===== config.mk =====
export PLATFORM = sky130hd
export DESIGN_NAME = ring_fifo_with_newest_sum
export DESIGN_NICKNAME = d
export VERILOG_FILES = /design/src/hw/rtl/rf_pkg.sv /design/src/hw/rtl/ring_fifo_with_newest_sum.sv /design/src/hw/rtl/rf_front.sv /design/src/hw/rtl/rf_back.sv
export VERILOG_INCLUDE_DIRS = /design/src /design/src/hw/rtl
export SDC_FILE = /design/constraint.sdc
export NUM_CORES = 1
export LEC_CHECK = 0
export ABC_CLOCK_PERIOD_IN_PS = 14600
export BUFFER_PORTS_ARGS = -buffer_cell sky130_fd_sc_hd__buf_2
export CELL_PAD_IN_SITES_DETAIL_PLACEMENT = 0
export CELL_PAD_IN_SITES_GLOBAL_PLACEMENT = 1
export CORE_MARGIN = 8
export CORE_UTILIZATION = 55
export CTS_CLUSTER_DIAMETER = 60
export CTS_CLUSTER_SIZE = 30
export DETAILED_ROUTE_END_ITERATION = 6
export PLACE_DENSITY = 0.87
export RECOVER_POWER = 25
export SYNTH_ARGS = -nofsm -noshare
export SYNTH_HDL_FRONTEND = slang
export SYNTH_SLANG_ARGS = --single-unit

===== constraint.sdc =====
create_clock -name i_clk -period 14.6 [get_ports i_clk]
set_clock_uncertainty 0.1 [all_clocks]
set_input_delay 2.92 -clock i_clk [delete_from_list [all_inputs] [get_ports i_clk]]
set_output_delay 2.92 -clock i_clk [all_outputs]
set_load 0.01 [all_outputs]

===== src/hw/rtl/ring_fifo_with_newest_sum_macros.svh =====
// Assertion macros shared by the ring FIFO RTL.
`ifndef RING_FIFO_WITH_NEWEST_SUM_MACROS_SVH
`define RING_FIFO_WITH_NEWEST_SUM_MACROS_SVH

`ifndef SYNTHESIS
// Same-cycle implication, disabled while reset is asserted.
`define RF_ASSERT_NOW(lbl, clk, rst_n, ante, cons) \
    lbl: assert property (@(posedge clk) disable iff (!(rst_n)) (ante) |-> (cons)) \
        else $error("ring fifo check failed");
// Next-cycle implication, disabled while reset is asserted.
`define RF_ASSERT_NEXT(lbl, clk, rst_n, ante, cons) \
    lbl: assert property (@(posedge clk) disable iff (!(rst_n)) (ante) |=> (cons)) \
        else $error("ring fifo check failed");
`else
`define RF_ASSERT_NOW(lbl, clk, rst_n, ante, cons)
`define RF_ASSERT_NEXT(lbl, clk, rst_n, ante, cons)
`endif

`endif


===== src/hw/rtl/rf_pkg.sv =====
// Shared types and constants for the ring FIFO with newest-word sum.
`default_nettype none

package rf_pkg;

    // Default sizes
    localparam int MAX_DEPTH_DEF  = 16;
    localparam int WORD_BITS_DEF  = 32;

    // Field widths fixed by the interface
    localparam int OP_W     = 3;
    localparam int CNT_W    = 5;
    localparam int STATUS_W = 2;

    // Depth register value after reset
    localparam logic [CNT_W-1:0] DEPTH_RESET = 5'd16;

    // Entries in the request queue between front and back
    localparam int QUEUE_DEPTH = 2;

    // Request op codes as they arrive on the port
    typedef enum logic [OP_W-1:0] {
        OP_PUSH     = 3'd0,
        OP_POP      = 3'd1,
        OP_PEEK_OLD = 3'd2,
        OP_PEEK_NEW = 3'd3,
        OP_SUM      = 3'd4,
        OP_STATUS   = 3'd5
    } t_op;

    // Classified request kind handed to the back end
    typedef enum logic [2:0] {
        K_PUSH,
        K_POP,
        K_PEEK_OLD,
        K_PEEK_NEW,
        K_SUM,
        K_STATUS
    } t_kind;

    // Result status codes
    typedef enum logic [STATUS_W-1:0] {
        ST_OK    = 2'd0,
        ST_EMPTY = 2'd1,
        ST_FULL  = 2'd2,
        ST_OVER  = 2'd3
    } t_status;

    // Control part of one queued request
    typedef struct packed {
        t_kind             kind;
        logic [CNT_W-1:0]  count;
    } t_cmd;

endpackage

`default_nettype wire


===== src/hw/rtl/ring_fifo_with_newest_sum.sv =====
// Top level of the ring FIFO with newest-word sum.
//
// Requests are taken when start is high and busy is low; a two-entry queue
// sits between the request port and the execution unit, so busy rises only
// when two requests wait. Every request gives one result, shown for exactly
// one cycle with o_result_valid; the receiver cannot stall it. The result of
// a push, status or error request is registered as the request is taken;
// pop and peek pass through the registered memory read and S_READ, a sum
// through S_SUM. Only pop, peek and sum can take the execution unit out of
// idle, so push and status run at one request per cycle; the single read
// port of the ring memory sets the sum time, one word per cycle. The depth
// register is written through the cfg channel, which is ready only while no
// request is queued or executing; a write empties the FIFO (stored words are
// kept but no longer counted).
`default_nettype none

module ring_fifo_with_newest_sum #(
    parameter int MAX_DEPTH = rf_pkg::MAX_DEPTH_DEF,
    parameter int WORD_BITS = rf_pkg::WORD_BITS_DEF
) (
    input  wire logic                                i_clk,
    input  wire logic                                i_rst_n,
    input  wire logic                                start,
    output logic                                     busy,
    input  wire logic [rf_pkg::OP_W-1:0]             i_op,
    input  wire logic signed [WORD_BITS-1:0]         i_push_value,
    input  wire logic [rf_pkg::CNT_W-1:0]            i_sum_count,
    input  wire logic                                i_cfg_valid,
    output logic                                     o_cfg_ready,
    input  wire logic [rf_pkg::CNT_W-1:0]            i_cfg_data,
    output logic                                     o_result_valid,
    output logic [rf_pkg::STATUS_W-1:0]              o_status,
    output logic signed [WORD_BITS-1:0]              o_read_data,
    output logic [rf_pkg::CNT_W-1:0]                 o_occupancy,
    output logic                                     o_is_empty,
    output logic                                     o_is_full
);

    logic                   w_front_empty;
    logic                   w_back_idle;
    logic                   w_cmd_valid;
    rf_pkg::t_cmd           w_cmd;
    logic [WORD_BITS-1:0]   w_cmd_value;
    logic                   w_cmd_pop;
    logic                   w_cfg_we;

    // Config is taken only with nothing in flight
    assign o_cfg_ready = w_front_empty && w_back_idle;
    assign w_cfg_we    = i_cfg_valid && o_cfg_ready;

    rf_front #(
        .WORD_BITS (WORD_BITS)
    ) u_front (
        .i_clk        (i_clk),
        .i_rst_n      (i_rst_n),
        .i_start      (start),
        .o_busy       (busy),
        .i_op         (i_op),
        .i_push_value (i_push_value),
        .i_sum_count  (i_sum_count),
        .o_empty      (w_front_empty),
        .o_cmd_valid  (w_cmd_valid),
        .o_cmd        (w_cmd),
        .o_cmd_value  (w_cmd_value),
        .i_cmd_pop    (w_cmd_pop)
    );

    rf_back #(
        .MAX_DEPTH (MAX_DEPTH),
        .WORD_BITS (WORD_BITS)
    ) u_back (
        .i_clk          (i_clk),
        .i_rst_n        (i_rst_n),
        .i_cfg_we       (w_cfg_we),
        .i_cfg_data     (i_cfg_data),
        .i_cmd_valid    (w_cmd_valid),
        .i_cmd          (w_cmd),
        .i_cmd_value    (w_cmd_value),
        .o_cmd_pop      (w_cmd_pop),
        .o_idle         (w_back_idle),
        .o_result_valid (o_result_valid),
        .o_status       (o_status),
        .o_read_data    (o_read_data),
        .o_occupancy    (o_occupancy),
        .o_is_empty     (o_is_empty),
        .o_is_full      (o_is_full)
    );

endmodule

`default_nettype wire


===== src/hw/rtl/rf_front.sv =====
// Front end: takes requests, classifies the op and queues them for the back end.
`default_nettype none
`include "ring_fifo_with_newest_sum_macros.svh"

module rf_front #(
    parameter int WORD_BITS = rf_pkg::WORD_BITS_DEF
) (
    input  wire logic                                i_clk,
    input  wire logic                                i_rst_n,
    input  wire logic                                i_start,
    output logic                                     o_busy,
    input  wire logic [rf_pkg::OP_W-1:0]             i_op,
    input  wire logic signed [WORD_BITS-1:0]         i_push_value,
    input  wire logic [rf_pkg::CNT_W-1:0]            i_sum_count,
    output logic                                     o_empty,
    output logic                                     o_cmd_valid,
    output rf_pkg::t_cmd                             o_cmd,
    output logic [WORD_BITS-1:0]                     o_cmd_value,
    input  wire logic                                i_cmd_pop
);

    localparam int QD    = rf_pkg::QUEUE_DEPTH;
    localparam int QP_W  = $clog2(QD);
    localparam int QC_W  = $clog2(QD + 1);

    rf_pkg::t_cmd          r_q_cmd [QD];
    logic [WORD_BITS-1:0]  r_q_val [QD];
    logic [QP_W-1:0]       r_wr_ptr, n_wr_ptr;
    logic [QP_W-1:0]       r_rd_ptr, n_rd_ptr;
    logic [QC_W-1:0]       r_q_cnt, n_q_cnt;
    logic                  w_accept;
    rf_pkg::t_cmd          w_cmd;

    assign o_busy      = (r_q_cnt == QC_W'(QD));
    assign w_accept    = i_start && !o_busy;
    assign o_empty     = (r_q_cnt == '0);
    assign o_cmd_valid = !o_empty;
    assign o_cmd       = r_q_cmd[r_rd_ptr];
    assign o_cmd_value = r_q_val[r_rd_ptr];

    // Classify the op; unused codes act as a status query
    always_comb begin
        w_cmd.count = i_sum_count;
        case (i_op)
            rf_pkg::OP_PUSH:     w_cmd.kind = rf_pkg::K_PUSH;
            rf_pkg::OP_POP:      w_cmd.kind = rf_pkg::K_POP;
            rf_pkg::OP_PEEK_OLD: w_cmd.kind = rf_pkg::K_PEEK_OLD;
            rf_pkg::OP_PEEK_NEW: w_cmd.kind = rf_pkg::K_PEEK_NEW;
            rf_pkg::OP_SUM:      w_cmd.kind = rf_pkg::K_SUM;
            default:             w_cmd.kind = rf_pkg::K_STATUS;
        endcase
    end

    // Queue pointers and fill count
    always_comb begin
        n_wr_ptr = r_wr_ptr;
        n_rd_ptr = r_rd_ptr;
        n_q_cnt  = r_q_cnt;
        if (w_accept) begin
            n_wr_ptr = (r_wr_ptr == QP_W'(QD - 1)) ? '0 : r_wr_ptr + 1'b1;
        end
        if (i_cmd_pop) begin
            n_rd_ptr = (r_rd_ptr == QP_W'(QD - 1)) ? '0 : r_rd_ptr + 1'b1;
        end
        if (w_accept && !i_cmd_pop) begin
            n_q_cnt = r_q_cnt + 1'b1;
        end else if (!w_accept && i_cmd_pop) begin
            n_q_cnt = r_q_cnt - 1'b1;
        end
    end

    always_ff @(posedge i_clk) begin
        if (!i_rst_n) begin
            r_wr_ptr <= '0;
            r_rd_ptr <= '0;
            r_q_cnt  <= '0;
        end else begin
            r_wr_ptr <= n_wr_ptr;
            r_rd_ptr <= n_rd_ptr;
            r_q_cnt  <= n_q_cnt;
        end
    end

    // Queue payload
    always_ff @(posedge i_clk) begin
        if (w_accept) begin
            r_q_cmd[r_wr_ptr] <= w_cmd;
            r_q_val[r_wr_ptr] <= i_push_value;
        end
    end

    // Checks
    `RF_ASSERT_NEXT(a_accept_fills, i_clk, i_rst_n, w_accept, r_q_cnt != '0)
    `RF_ASSERT_NOW(a_pop_has_entry, i_clk, i_rst_n, i_cmd_pop, o_cmd_valid)
    `RF_ASSERT_NOW(a_fill_in_range, i_clk, i_rst_n, 1'b1, r_q_cnt <= QC_W'(QD))

endmodule

`default_nettype wire


===== src/hw/rtl/rf_back.sv =====
// Back end: ring storage, pointers, depth register and request execution.
`default_nettype none
`include "ring_fifo_with_newest_sum_macros.svh"

module rf_back #(
    parameter int MAX_DEPTH = rf_pkg::MAX_DEPTH_DEF,
    parameter int WORD_BITS = rf_pkg::WORD_BITS_DEF
) (
    input  wire logic                                i_clk,
    input  wire logic                                i_rst_n,
    input  wire logic                                i_cfg_we,
    input  wire logic [rf_pkg::CNT_W-1:0]            i_cfg_data,
    input  wire logic                                i_cmd_valid,
    input  wire rf_pkg::t_cmd                        i_cmd,
    input  wire logic [WORD_BITS-1:0]                i_cmd_value,
    output logic                                     o_cmd_pop,
    output logic                                     o_idle,
    output logic                                     o_result_valid,
    output logic [rf_pkg::STATUS_W-1:0]              o_status,
    output logic signed [WORD_BITS-1:0]              o_read_data,
    output logic [rf_pkg::CNT_W-1:0]                 o_occupancy,
    output logic                                     o_is_empty,
    output logic                                     o_is_full
);

    localparam int CW      = rf_pkg::CNT_W;
    localparam int PTR_W   = $clog2(MAX_DEPTH);
    localparam int CMP_W   = ((PTR_W > CW) ? PTR_W : CW) + 1;
    localparam int CNT_MAX = (1 << CW) - 1;
    localparam logic [CW-1:0] DEPTH_CAP =
        (MAX_DEPTH > CNT_MAX) ? CW'(CNT_MAX) : CW'(MAX_DEPTH);

    typedef enum logic [2:0] {
        S_IDLE = 3'b001,
        S_READ = 3'b010,
        S_SUM  = 3'b100
    } t_state;

    // Pointer step forward with wrap at the effective depth
    function automatic logic [PTR_W-1:0] f_fwd(input logic [PTR_W-1:0] i,
                                              input logic [CW-1:0] d);
        logic [CMP_W-1:0] nx;
        nx = CMP_W'(i) + 1'b1;
        return (nx >= CMP_W'(d)) ? '0 : nx[PTR_W-1:0];
    endfunction

    // Pointer step back with wrap to the last used slot
    function automatic logic [PTR_W-1:0] f_back(input logic [PTR_W-1:0] i,
                                               input logic [CW-1:0] d);
        logic [CW-1:0] last;
        last = d - 1'b1;
        return ((i == '0) || (CMP_W'(i) >= CMP_W'(d))) ? PTR_W'(last) : i - 1'b1;
    endfunction

    logic [WORD_BITS-1:0]   r_mem [MAX_DEPTH];
    logic [WORD_BITS-1:0]   r_rdata;

    t_state                 r_state, n_state;
    logic [CW-1:0]          r_depth, n_depth;
    logic [PTR_W-1:0]       r_head, n_head;
    logic [PTR_W-1:0]       r_tail, n_tail;
    logic [CW-1:0]          r_count, n_count;
    logic [PTR_W-1:0]       r_idx, n_idx;
    logic [CW-1:0]          r_remaining, n_remaining;
    logic [WORD_BITS-1:0]   r_acc, n_acc;

    logic                   r_out_valid, n_out_valid;
    rf_pkg::t_status        r_out_status, n_out_status;
    logic [WORD_BITS-1:0]   r_out_data, n_out_data;
    logic [CW-1:0]          r_out_occ;
    logic                   r_out_empty;
    logic                   r_out_full;

    logic [CW-1:0]          w_eff;
    logic                   w_mem_we;
    logic                   w_rd_en;
    logic [PTR_W-1:0]       w_rd_addr;

    // Depth register clamped to 1..DEPTH_CAP (MAX_DEPTH, but at most 31)
    always_comb begin
        if (r_depth == '0) begin
            w_eff = CW'(1);
        end else if (r_depth > DEPTH_CAP) begin
            w_eff = DEPTH_CAP;
        end else begin
            w_eff = r_depth;
        end
    end

    assign o_idle = (r_state == S_IDLE);

    // Request execution
    always_comb begin
        n_state      = r_state;
        n_depth      = r_depth;
        n_head       = r_head;
        n_tail       = r_tail;
        n_count      = r_count;
        n_idx        = r_idx;
        n_remaining  = r_remaining;
        n_acc        = r_acc;
        n_out_valid  = 1'b0;
        n_out_status = r_out_status;
        n_out_data   = r_out_data;
        o_cmd_pop    = 1'b0;
        w_mem_we     = 1'b0;
        w_rd_en      = 1'b0;
        w_rd_addr    = r_head;

        case (r_state)
            S_IDLE: begin
                if (i_cfg_we) begin
                    n_depth = i_cfg_data;
                    n_head  = '0;
                    n_tail  = '0;
                    n_count = '0;
                end else if (i_cmd_valid) begin
                    o_cmd_pop    = 1'b1;
                    n_out_status = rf_pkg::ST_OK;
                    n_out_data   = '0;
                    case (i_cmd.kind)
                        rf_pkg::K_PUSH: begin
                            n_out_valid = 1'b1;
                            if (r_count >= w_eff) begin
                                n_out_status = rf_pkg::ST_FULL;
                            end else begin
                                w_mem_we = 1'b1;
                                n_tail   = f_fwd(r_tail, w_eff);
                                n_count  = r_count + 1'b1;
                            end
                        end
                        rf_pkg::K_POP, rf_pkg::K_PEEK_OLD: begin
                            if (r_count == '0) begin
                                n_out_valid  = 1'b1;
                                n_out_status = rf_pkg::ST_EMPTY;
                            end else begin
                                w_rd_en   = 1'b1;
                                w_rd_addr = r_head;
                                n_state   = S_READ;
                                if (i_cmd.kind == rf_pkg::K_POP) begin
                                    n_head  = f_fwd(r_head, w_eff);
                                    n_count = r_count - 1'b1;
                                end
                            end
                        end
                        rf_pkg::K_PEEK_NEW: begin
                            if (r_count == '0) begin
                                n_out_valid  = 1'b1;
                                n_out_status = rf_pkg::ST_EMPTY;
                            end else begin
                                w_rd_en   = 1'b1;
                                w_rd_addr = f_back(r_tail, w_eff);
                                n_state   = S_READ;
                            end
                        end
                        rf_pkg::K_SUM: begin
                            if (r_count == '0) begin
                                n_out_valid  = 1'b1;
                                n_out_status = rf_pkg::ST_EMPTY;
                            end else if (i_cmd.count > r_count) begin
                                n_out_valid  = 1'b1;
                                n_out_status = rf_pkg::ST_OVER;
                            end else if (i_cmd.count == '0) begin
                                n_out_valid = 1'b1;
                            end else begin
                                // first read at the newest slot, walk backward
                                w_rd_en     = 1'b1;
                                w_rd_addr   = f_back(r_tail, w_eff);
                                n_idx       = w_rd_addr;
                                n_remaining = i_cmd.count - 1'b1;
                                n_acc       = '0;
                                n_state     = S_SUM;
                            end
                        end
                        default: begin
                            n_out_valid = 1'b1;
                        end
                    endcase
                end
            end
            S_READ: begin
                n_out_valid  = 1'b1;
                n_out_status = rf_pkg::ST_OK;
                n_out_data   = r_rdata;
                n_state      = S_IDLE;
            end
            S_SUM: begin
                if (r_remaining == '0) begin
                    n_out_valid  = 1'b1;
                    n_out_status = rf_pkg::ST_OK;
                    n_out_data   = r_acc + r_rdata;
                    n_state      = S_IDLE;
                end else begin
                    n_acc       = r_acc + r_rdata;
                    w_rd_en     = 1'b1;
                    w_rd_addr   = f_back(r_idx, w_eff);
                    n_idx       = w_rd_addr;
                    n_remaining = r_remaining - 1'b1;
                end
            end
            default: begin
                n_state = S_IDLE;
            end
        endcase
    end

    // Control state
    always_ff @(posedge i_clk) begin
        if (!i_rst_n) begin
            r_state     <= S_IDLE;
            r_depth     <= rf_pkg::DEPTH_RESET;
            r_head      <= '0;
            r_tail      <= '0;
            r_count     <= '0;
            r_remaining <= '0;
            r_out_valid <= 1'b0;
        end else begin
            r_state     <= n_state;
            r_depth     <= n_depth;
            r_head      <= n_head;
            r_tail      <= n_tail;
            r_count     <= n_count;
            r_remaining <= n_remaining;
            r_out_valid <= n_out_valid;
        end
    end

    // Datapath and result registers
    always_ff @(posedge i_clk) begin
        r_idx        <= n_idx;
        r_acc        <= n_acc;
        r_out_status <= n_out_status;
        r_out_data   <= n_out_data;
        r_out_occ    <= n_count;
        r_out_empty  <= (n_count == '0);
        r_out_full   <= (n_count == w_eff);
    end

    // Ring storage: one write port, one registered read port
    always_ff @(posedge i_clk) begin
        if (w_mem_we) begin
            r_mem[r_tail] <= i_cmd_value;
        end
        if (w_rd_en) begin
            r_rdata <= r_mem[w_rd_addr];
        end
    end

    assign o_result_valid = r_out_valid;
    assign o_status       = r_out_status;
    assign o_read_data    = r_out_data;
    assign o_occupancy    = r_out_occ;
    assign o_is_empty     = r_out_empty;
    assign o_is_full      = r_out_full;

    // Checks
    `RF_ASSERT_NOW(a_count_in_depth, i_clk, i_rst_n, 1'b1, r_count <= w_eff)
    `RF_ASSERT_NEXT(a_pop_drops_one, i_clk, i_rst_n, (r_state == S_IDLE) && !i_cfg_we && i_cmd_valid && (i_cmd.kind == rf_pkg::K_POP) && (r_count != '0), r_count == ($past(r_count) - 1'b1))
    `RF_ASSERT_NEXT(a_sum_ends, i_clk, i_rst_n, (r_state == S_SUM) && (r_remaining == '0), r_out_valid && (r_state == S_IDLE))

endmodule

`default_nettype wire


==> flow_metrics.env, run 1 <==
export IMPL_critPathLaunchType="flop"
export IMPL_dp_slack_ns=8.50
export IMPL_diodes=0
export IMPL_whs_ns=0.397
export IMPL_io_pins=93
export IMPL_max_stage_delay_ns=2.52
export IMPL_die_x_um=267
export IMPL_nets=2919
export IMPL_power_internal_uw=3560
export IMPL_dpl_cell_area_sq_um=35700
export IMPL_grt_total_usage=0.263
export IMPL_layout_setup_ws_ns=6.44
export IMPL_portBuffers=92
export IMPL_core_region_area_sq_um=62600
export IMPL_syn_area_sq_um=34500
export IMPL_clock_fmax_mhz=123
export IMPL_synth_seq_cells=733
export IMPL_gp_congestion=0.920
export IMPL_drv_slew=49
export IMPL_die_area_sq_um=71000
export IMPL_criticalPathCategory="reg -> reg"
export IMPL_period_share=0.559
export IMPL_dp_cells=3591
export IMPL_cts_tree="built"
export IMPL_worst_slew_pin_slew_ns=3.55
export IMPL_htreeDepth=2
export IMPL_critPathMostFrequentCell="buf_4"
export IMPL_grt_pass1_wl_um=146000
export IMPL_vdd_ir_drop_worst_uv=157
export IMPL_slowest_stage="clkbuf_1"
export IMPL_clock_path_buffers=3
export IMPL_synth_ff_type="edfxtp_1"
export IMPL_hold_path_class="reg -> reg"
export IMPL_clk_pin_slew_ns=0.11
export IMPL_clk_latency_ns=0.64
export IMPL_n_fill_cell=4887
export IMPL_wirelength_um=96300
export IMPL_num_rows=92
export IMPL_run_status="complete, but fails checks"
export IMPL_stdcell_area_sq_um=37600
export IMPL_hold_viol_final=0
export IMPL_pwr_density_cell_nw_per_um2=138
export IMPL_place_hpwl_um=51400
export IMPL_violations="capacitance limit, slew limit"
export IMPL_syn_area_per_cell_sq_um=12.2
export IMPL_cp_cell_sequence="clkbuf_1, mux2_2, o211ai_1, o21ba_2, nand3_1, o21ai_0, a221o_1, buf_4, nand2b_1, buf_4, a211oi_1, or4_1"
export IMPL_cts_setup_buffers=0
export IMPL_rsz0062_at_grt="false"
export IMPL_cp_max_fo=48
export IMPL_ant_nets=0
export IMPL_ys_types=82
export IMPL_dr_pass1_iters=7
export IMPL_cp_end_kind="flop"
export IMPL_leakage_uw=0.0125
export IMPL_cp_top_family="buffers and inverters"
export IMPL_finalSetupViolations=0
export IMPL_period_needed_ns=8.16
export IMPL_overflow=0
export IMPL_dr_total_vias=25200
export IMPL_path_buf_inv=3
export IMPL_wire_per_inst_um=26.1
export IMPL_p_sw_frac=0.313
export IMPL_maxCapViolCount=1
export IMPL_p_comb_frac=0.186
export IMPL_grt_max_degree=128
export IMPL_p_seq_frac=0.504
export IMPL_crit_arrival_ns=8.46
export IMPL_syn_inst=2834
export IMPL_drt_iter0_drc=3206
export IMPL_area_growth_pct=8.95
export IMPL_clkSinkCount=733
export IMPL_die_h_um=267
export IMPL_cts_resized=0
export IMPL_drive_gt1_frac=0.100
export IMPL_clock_tree_root_cell="clkbuf_16"
export IMPL_clock_power_share=0.310
export IMPL_synth_fp_nets=2956
export IMPL_ys_seq_area_frac=0.626
export IMPL_grt_pass1_vias=24800
export IMPL_via_per_inst=6.84
export IMPL_multiInputGateArea_sq_um=11800
export IMPL_crit_required_ns=14.90
export IMPL_seqCellArea_sq_um=21600
export IMPL_finalNonFillerCells=3683
export IMPL_cts_hold_buf=0
export IMPL_slew_headroom=-1.36
export IMPL_synth_edf_count=694
export IMPL_start_util=0.551
export IMPL_drcViolationCount=0
export IMPL_yosysWarnings=0
export IMPL_setup_tns_ns=0
export IMPL_grt_antenna_before_repair=1
export IMPL_p_sw_uw=1620
export IMPL_cts_buffers=50
export IMPL_async_flop_share=0
## routing by layer
| layer | wire [um] | vias to the layer above | share of wire | track usage |
|---|---|---|---|---|
| li1 | - | 11000 | - | - |
| met1 | 37300 | 12500 | 0.39 | 0.341 |
| met2 | 45700 | 1478 | 0.47 | 0.437 |
| met3 | 9700 | 242 | 0.10 | 0.0478 |
| met4 | 3640 | 0 | 0.038 | 0.107 |
| met5 | 0 | - | 0 | 0 |
## power groups by stage
stage          clock network [uW]  logic, uW  registers (uW)
5_1_grt                      1690       1040            2630
3_5_place_dp                    0        956            2660
6_report                     1610        963            2610
3_3_place_gp                    0        931            2660
4_1_cts                      1630        961            2610
2_1_floorplan                   0        599            2670
## metrics by stage
stage | utilization | total power, uW
after detailed placement | 0.570 | 3620
after global routing | 0.601 | 5360
final | 0.601 | 5190
after floorplan | - | 3270
after CTS | 0.601 | 5200
after global placement | 0.570 | 3590
## final cells by class
type / instances / area share
multi-input combinational: 1770 / 0.314
clock inverter: 40 / 0.0165
timing repair buffer: 143 / 0.0226
tap: 846 / 0.0281
inverter: 99 / 0.00988
clock buffer: 52 / 0.0340
sequential: 733 / 0.575
## cells in the mapped netlist, types with 31 or more instances
cell | n | share of area
ha_1 | 72 | 0.026
nor2_1 | 87 | 0.0095
a211o_1 | 34 | 0.0086
o211ai_1 | 132 | 0.029
nand2_1 | 441 | 0.048
o32ai_1 | 31 | 0.0079
a211oi_1 | 177 | 0.038
a21o_1 | 52 | 0.011
a21oi_1 | 178 | 0.026
mux2_2 | 35 | 0.011
a2111oi_0 | 67 | 0.017
clkbuf_1 | 174 | 0.019
o2111ai_1 | 129 | 0.033
inv_1 | 97 | 0.011
o21ai_0 | 44 | 0.0064
edfxtp_1 | 694 | 0.60
dfxtp_1 | 39 | 0.023
## logic make-up after synthesis
| family | after synthesis | share of synthesized area |
|---|---|---|
| compound gates | 946 | 0.202 |
| xor+xnor | 39 | 0.0103 |
| fa+ha+maj | 73 | 0.0267 |
| buf+inv | 331 | 0.0379 |
| flops | 733 | 0.626 |
| mux | 47 | 0.0149 |
| simple gates | 665 | 0.0819 |
## placed cells by master, fill, tap and decap left out, types with 14 or more instances in the layout
master | netlist | final
a2111oi_0 | 67 | 67
o311ai_0 | 30 | 30
a21o_1 | 52 | 52
buf_4 | 4 | 48
o21ai_0 | 44 | 44
inv_1 | 97 | 97
o2111ai_1 | 129 | 129
o32ai_1 | 31 | 31
clkbuf_16 | 0 | 51
dfxtp_1 | 39 | 38
o211ai_1 | 132 | 132
a211o_1 | 34 | 33
ha_1 | 72 | 72
mux2_1 | 0 | 28
edfxtp_1 | 694 | 694
nor3_1 | 25 | 21
buf_2 | 30 | 92
nand2_1 | 441 | 441
nor2_1 | 87 | 82
a211oi_1 | 177 | 175
a21oi_1 | 178 | 178
xnor2_1 | 24 | 24
xor2_1 | 14 | 14
nand3_1 | 22 | 22
## worst min-delay path, stage by stage, from the launching register on
cell     delay [ns]
dfxtp_1        0.34
nand2_1        0.06
a21oi_1        0.06
## final timing paths
path                                         from                 end  slack [ns]  cells past startpoint
worst max-delay path                         flop  u_back.r_rdata[30]        6.44                     12
worst min-delay path            u_back.r_depth[0]   u_back.r_depth[0]        0.40                      2
worst max register to register               flop  u_back.r_rdata[30]        6.44                     12
worst min register to register  u_back.r_depth[0]   u_back.r_depth[0]        0.40                      2
## registers in the layout (all words and copies together), names as in the netlist, 2 cells and up, named ones only
name / cells
u_back.r_mem: 512
u_front.r_q_val: 64
u_back.o_read_data: 32
u_back.r_acc: 32
u_back.r_rdata: 32
u_front.r_q_cmd: 16
u_back.o_occupancy: 5
u_back.r_count: 5
u_back.r_depth: 5
u_back.r_remaining: 5
u_back.r_head: 4
u_back.r_idx: 4
u_back.r_tail: 4
u_back.r_state: 3
u_back.o_status: 2
u_front.r_q_cnt: 2
No activity file was read; power rests on OpenSTA's default activity.
==> run 2, diff against run 1 <==
ABC_AREA = 1   (was unset)
ABC_CLOCK_PERIOD_IN_PS = 8100   (was 14600)
CORE_UTILIZATION = 50   (was 55)
PLACE_DENSITY = 0.83   (was 0.87)
clock period = 8.1 ns   (was 14.6 ns; I/O delays follow)
==> run 2 against run 1 <==
The run still ends with capacitance limit, slew limit left. Maximum frequency up 46%. Sequential power up 98%. Largest cell class unchanged. Clock power grew 80%. Area after synthesis shrank 2.1%. Flip-flop and latch count stayed put. Register-to-register slack worse by 3.9 ns. Routed wire length is 12% lower. Worst hold slack got worse by 0.035 ns. Global-route usage decreased by 4.7 points. Cell area shrank 1.9%. Non-clock buffer count down 14. Critical endpoint is now u_back.r_rdata[13]. Cell count up 15%.
==> flow_metrics.env, run 2 <==
export IMPL_run_status="complete, but fails checks"
export IMPL_violations="capacitance limit, slew limit"
export IMPL_grt_pass1_wl_um=130000
export IMPL_final_common_cell="nand2_1"
export IMPL_synth_fp_nets=3410
export IMPL_netlist_area_leader_share=0.617
export IMPL_dp_slack_ns=3.19
export IMPL_gp_congestion=0.852
export IMPL_core_region_area_sq_um=67000
export IMPL_final_cell_mix="nand2_1 (762), edfxtp_1 (694), nand3_1 (624), inv_1 (432), nor2_1 (123)"
export IMPL_cts_resized=0
export IMPL_drv_slew=35
export IMPL_start_util=0.504
export IMPL_num_rows=95
export IMPL_rr_worst_depth=14
export IMPL_r2r_end="u_back.r_rdata[13]"
export IMPL_cp_max_fo=129
export IMPL_crit_path_start="u_back.r_state[2]"
export IMPL_finalSetupViolations=0
export IMPL_leakage_uw=0.0149
export IMPL_synth_edf_count=694
export IMPL_syn_inst=3288
export IMPL_synthMuxAreaShare=0
export IMPL_cts_setup_buffers=0
export IMPL_power_internal_uw=7800
export IMPL_rsz0062_at_grt="false"
export IMPL_largestRegisters="u_back.r_mem (512), u_front.r_q_val (64)"
export IMPL_portBuffers=92
export IMPL_grt_total_usage=0.216
export IMPL_die_h_um=276
export IMPL_period_needed_ns=5.58
export IMPL_overflow=0
export IMPL_synth_ff_type="edfxtp_1"
export IMPL_clock_path_buffers=3
export IMPL_io_pins=93
export IMPL_clkSinkCount=733
export IMPL_synth_compound_area_frac=0.0372
export IMPL_synth_simple_gate_area_share=0.218
export IMPL_nets=3435
export IMPL_whs_ns=0.362
export IMPL_total_power_uw=13600
export IMPL_die_area_sq_um=76200
export IMPL_maxCapViolCount=1
export IMPL_p_sw_frac=0.426
export IMPL_drt_iter0_drc=2424
export IMPL_htreeDepth=2
export IMPL_ant_nets=0
export IMPL_yosysWarnings=0
export IMPL_p_seq_frac=0.382
export IMPL_dr_pass1_iters=6
export IMPL_setup_tns_ns=0
export IMPL_timing_rr_start="u_back.r_state[2]"
export IMPL_hold_path_class="reg -> reg"
export IMPL_synth_seq_cells=733
export IMPL_worst_slew_pin_slew_ns=1.88
export IMPL_min_delay_start="u_front.r_rd_ptr"
export IMPL_wire_per_inst_um=20.0
export IMPL_p_comb_frac=0.405
export IMPL_clock_power_share=0.213
export IMPL_clock_fmax_mhz=179
export IMPL_holdPathStages=1
export IMPL_ys_types=49
export IMPL_via_per_inst=5.49
export IMPL_vdd_ir_drop_worst_uv=246
export IMPL_crit_required_ns=8.38
export IMPL_diodes=0
export IMPL_layout_setup_ws_ns=2.52
export IMPL_drive_gt1_frac=0.0760
export IMPL_cts_buffers=50
export IMPL_grt_max_degree=175
export IMPL_netlist_top_cells_area="edfxtp_1 (62%), nand3_1 (9.2%), nand2_1 (8.5%), inv_1 (4.8%), ha_1 (2.7%)"
export IMPL_criticalPathCategory="reg -> reg"
export IMPL_synth_top_family_by_area="simple AND/OR/NAND/NOR gates"
export IMPL_rrSetupSlack_ns=2.52
export IMPL_period_share=0.689
export IMPL_grt_pass1_vias=22700
export IMPL_place_hpwl_um=46600
export IMPL_cts_tree="built"
export IMPL_dr_total_vias=23200
export IMPL_slew_headroom=-0.256
export IMPL_synth_commonest_cells="nand2_1 (762), edfxtp_1 (694), nand3_1 (624)"
export IMPL_syn_area_per_cell_sq_um=10.3
export IMPL_largest_reg_flops=512
export IMPL_syn_area_sq_um=33800
export IMPL_crit_arrival_ns=5.86
export IMPL_clk_latency_ns=0.65
export IMPL_p_sw_uw=5770
export IMPL_cts_hold_buf=0
export IMPL_clk_pin_slew_ns=0.09
export IMPL_synth_fa_ha_area_frac=0.0272
export IMPL_synth_xor_area_share=0.00440
export IMPL_area_growth_pct=9.14
export IMPL_min_to="u_front.r_rd_ptr"
export IMPL_grt_antenna_before_repair=0
export IMPL_yosys_area_top_type="edfxtp_1"
export IMPL_fin_util=0.550
export IMPL_ys_seq_area_frac=0.640
export IMPL_clock_tree_root_cell="clkbuf_16"
export IMPL_die_x_um=276
export IMPL_hold_viol_final=0
export IMPL_cp_end_kind="flop"
export IMPL_drcViolationCount=0
export IMPL_regMostFlops="u_back.r_mem"
export IMPL_async_flop_share=0
export IMPL_synth_most_common_cell="nand2_1"
export IMPL_n_fill_cell=5647
export IMPL_critPathLaunchType="flop"
export IMPL_wirelength_um=84400
export IMPL_pwr_density_cell_nw_per_um2=368
run 2: changes by cell type after synthesis, sizes merged, moves of 63 or more:
cell	delta
nand3b	+63
clkbuf	-132
o211ai	-130
o2111ai	-129
a2111oi	-66
nand3	+604
inv	+345
a211oi	-167
a21oi	-84
nand2	+329
run 2: how the worst max path moves through the flow:
stage,to,cells after the start,slack (ns)
final,u_back.r_rdata[13],14,2.52
after global placement,u_back.r_rdata[11],23,3.23
after CTS,u_back.r_rdata[11],23,3.13
after global routing,u_back.r_rdata[8],14,2.09
after floorplan,u_back.r_rdata[0],16,3.34
after detailed placement,u_back.r_rdata[11],23,3.19
run 2: per-layer routing:
layer,share of wire,routed length [um],GRT usage
met4,0.025,2100,0.0670
met2,0.48,40100,0.361
met3,0.074,6260,0.0323
met5,0,0,0
met1,0.43,36000,0.290
run 2: cell type report:
class | instances | area [sq um] | share of cell area
Sequential cell | 733 | 21600 | 0.586
Multi-Input combinational cell | 1955 | 9860 | 0.267
Inverter | 444 | 1670 | 0.0453
Clock buffer | 53 | 1330 | 0.0360
Tap cell | 873 | 1090 | 0.0296
Timing Repair Buffer | 129 | 719 | 0.0195
Clock inverter | 41 | 602 | 0.0163
run 2: cell families after synthesis:
kind of cell | after synthesis
and+or+nand+nor | 1640
buffers and inverters | 600
xor gates and xnor gates | 17
AOI/OAI and AO/OA | 225
DFF | 733
adders and majority gates | 73
run 2: metrics by stage:
stage / cells / cell area, sq um
floorplan: 3288 / 33800
global route: 4228 / 36900
finish: 4228 / 36900
CTS: 4228 / 36900
detailed placement: 4134 / 35000
global placement: 4134 / 35000
run 2: power by group through the flow:
stage / Clock [uW] / Combinational (uW) / Sequential, uW
after global routing: 3080 / 6160 / 5220
after detailed placement: 0 / 5470 / 5270
after global placement: 0 / 5360 / 5260
after floorplan: 0 / 4030 / 5190
after CTS: 2950 / 5500 / 5190
final: 2890 / 5500 / 5180
run 2: critical path, stage by stage (launching register included):
cell and delay, ns:
dfxtp_1 0.33, inv_1 0.09, nor3_1 0.22, clkbuf_1 1.38, nor2_4 0.21, inv_1 0.30
or2_4 0.88, nand2_8 0.69, buf_4 0.54, nand2_1 0.12, nand2_1 0.05, nand2_1 0.06
nand3_1 0.08, nand3_1 0.13, nand2_1 0.07
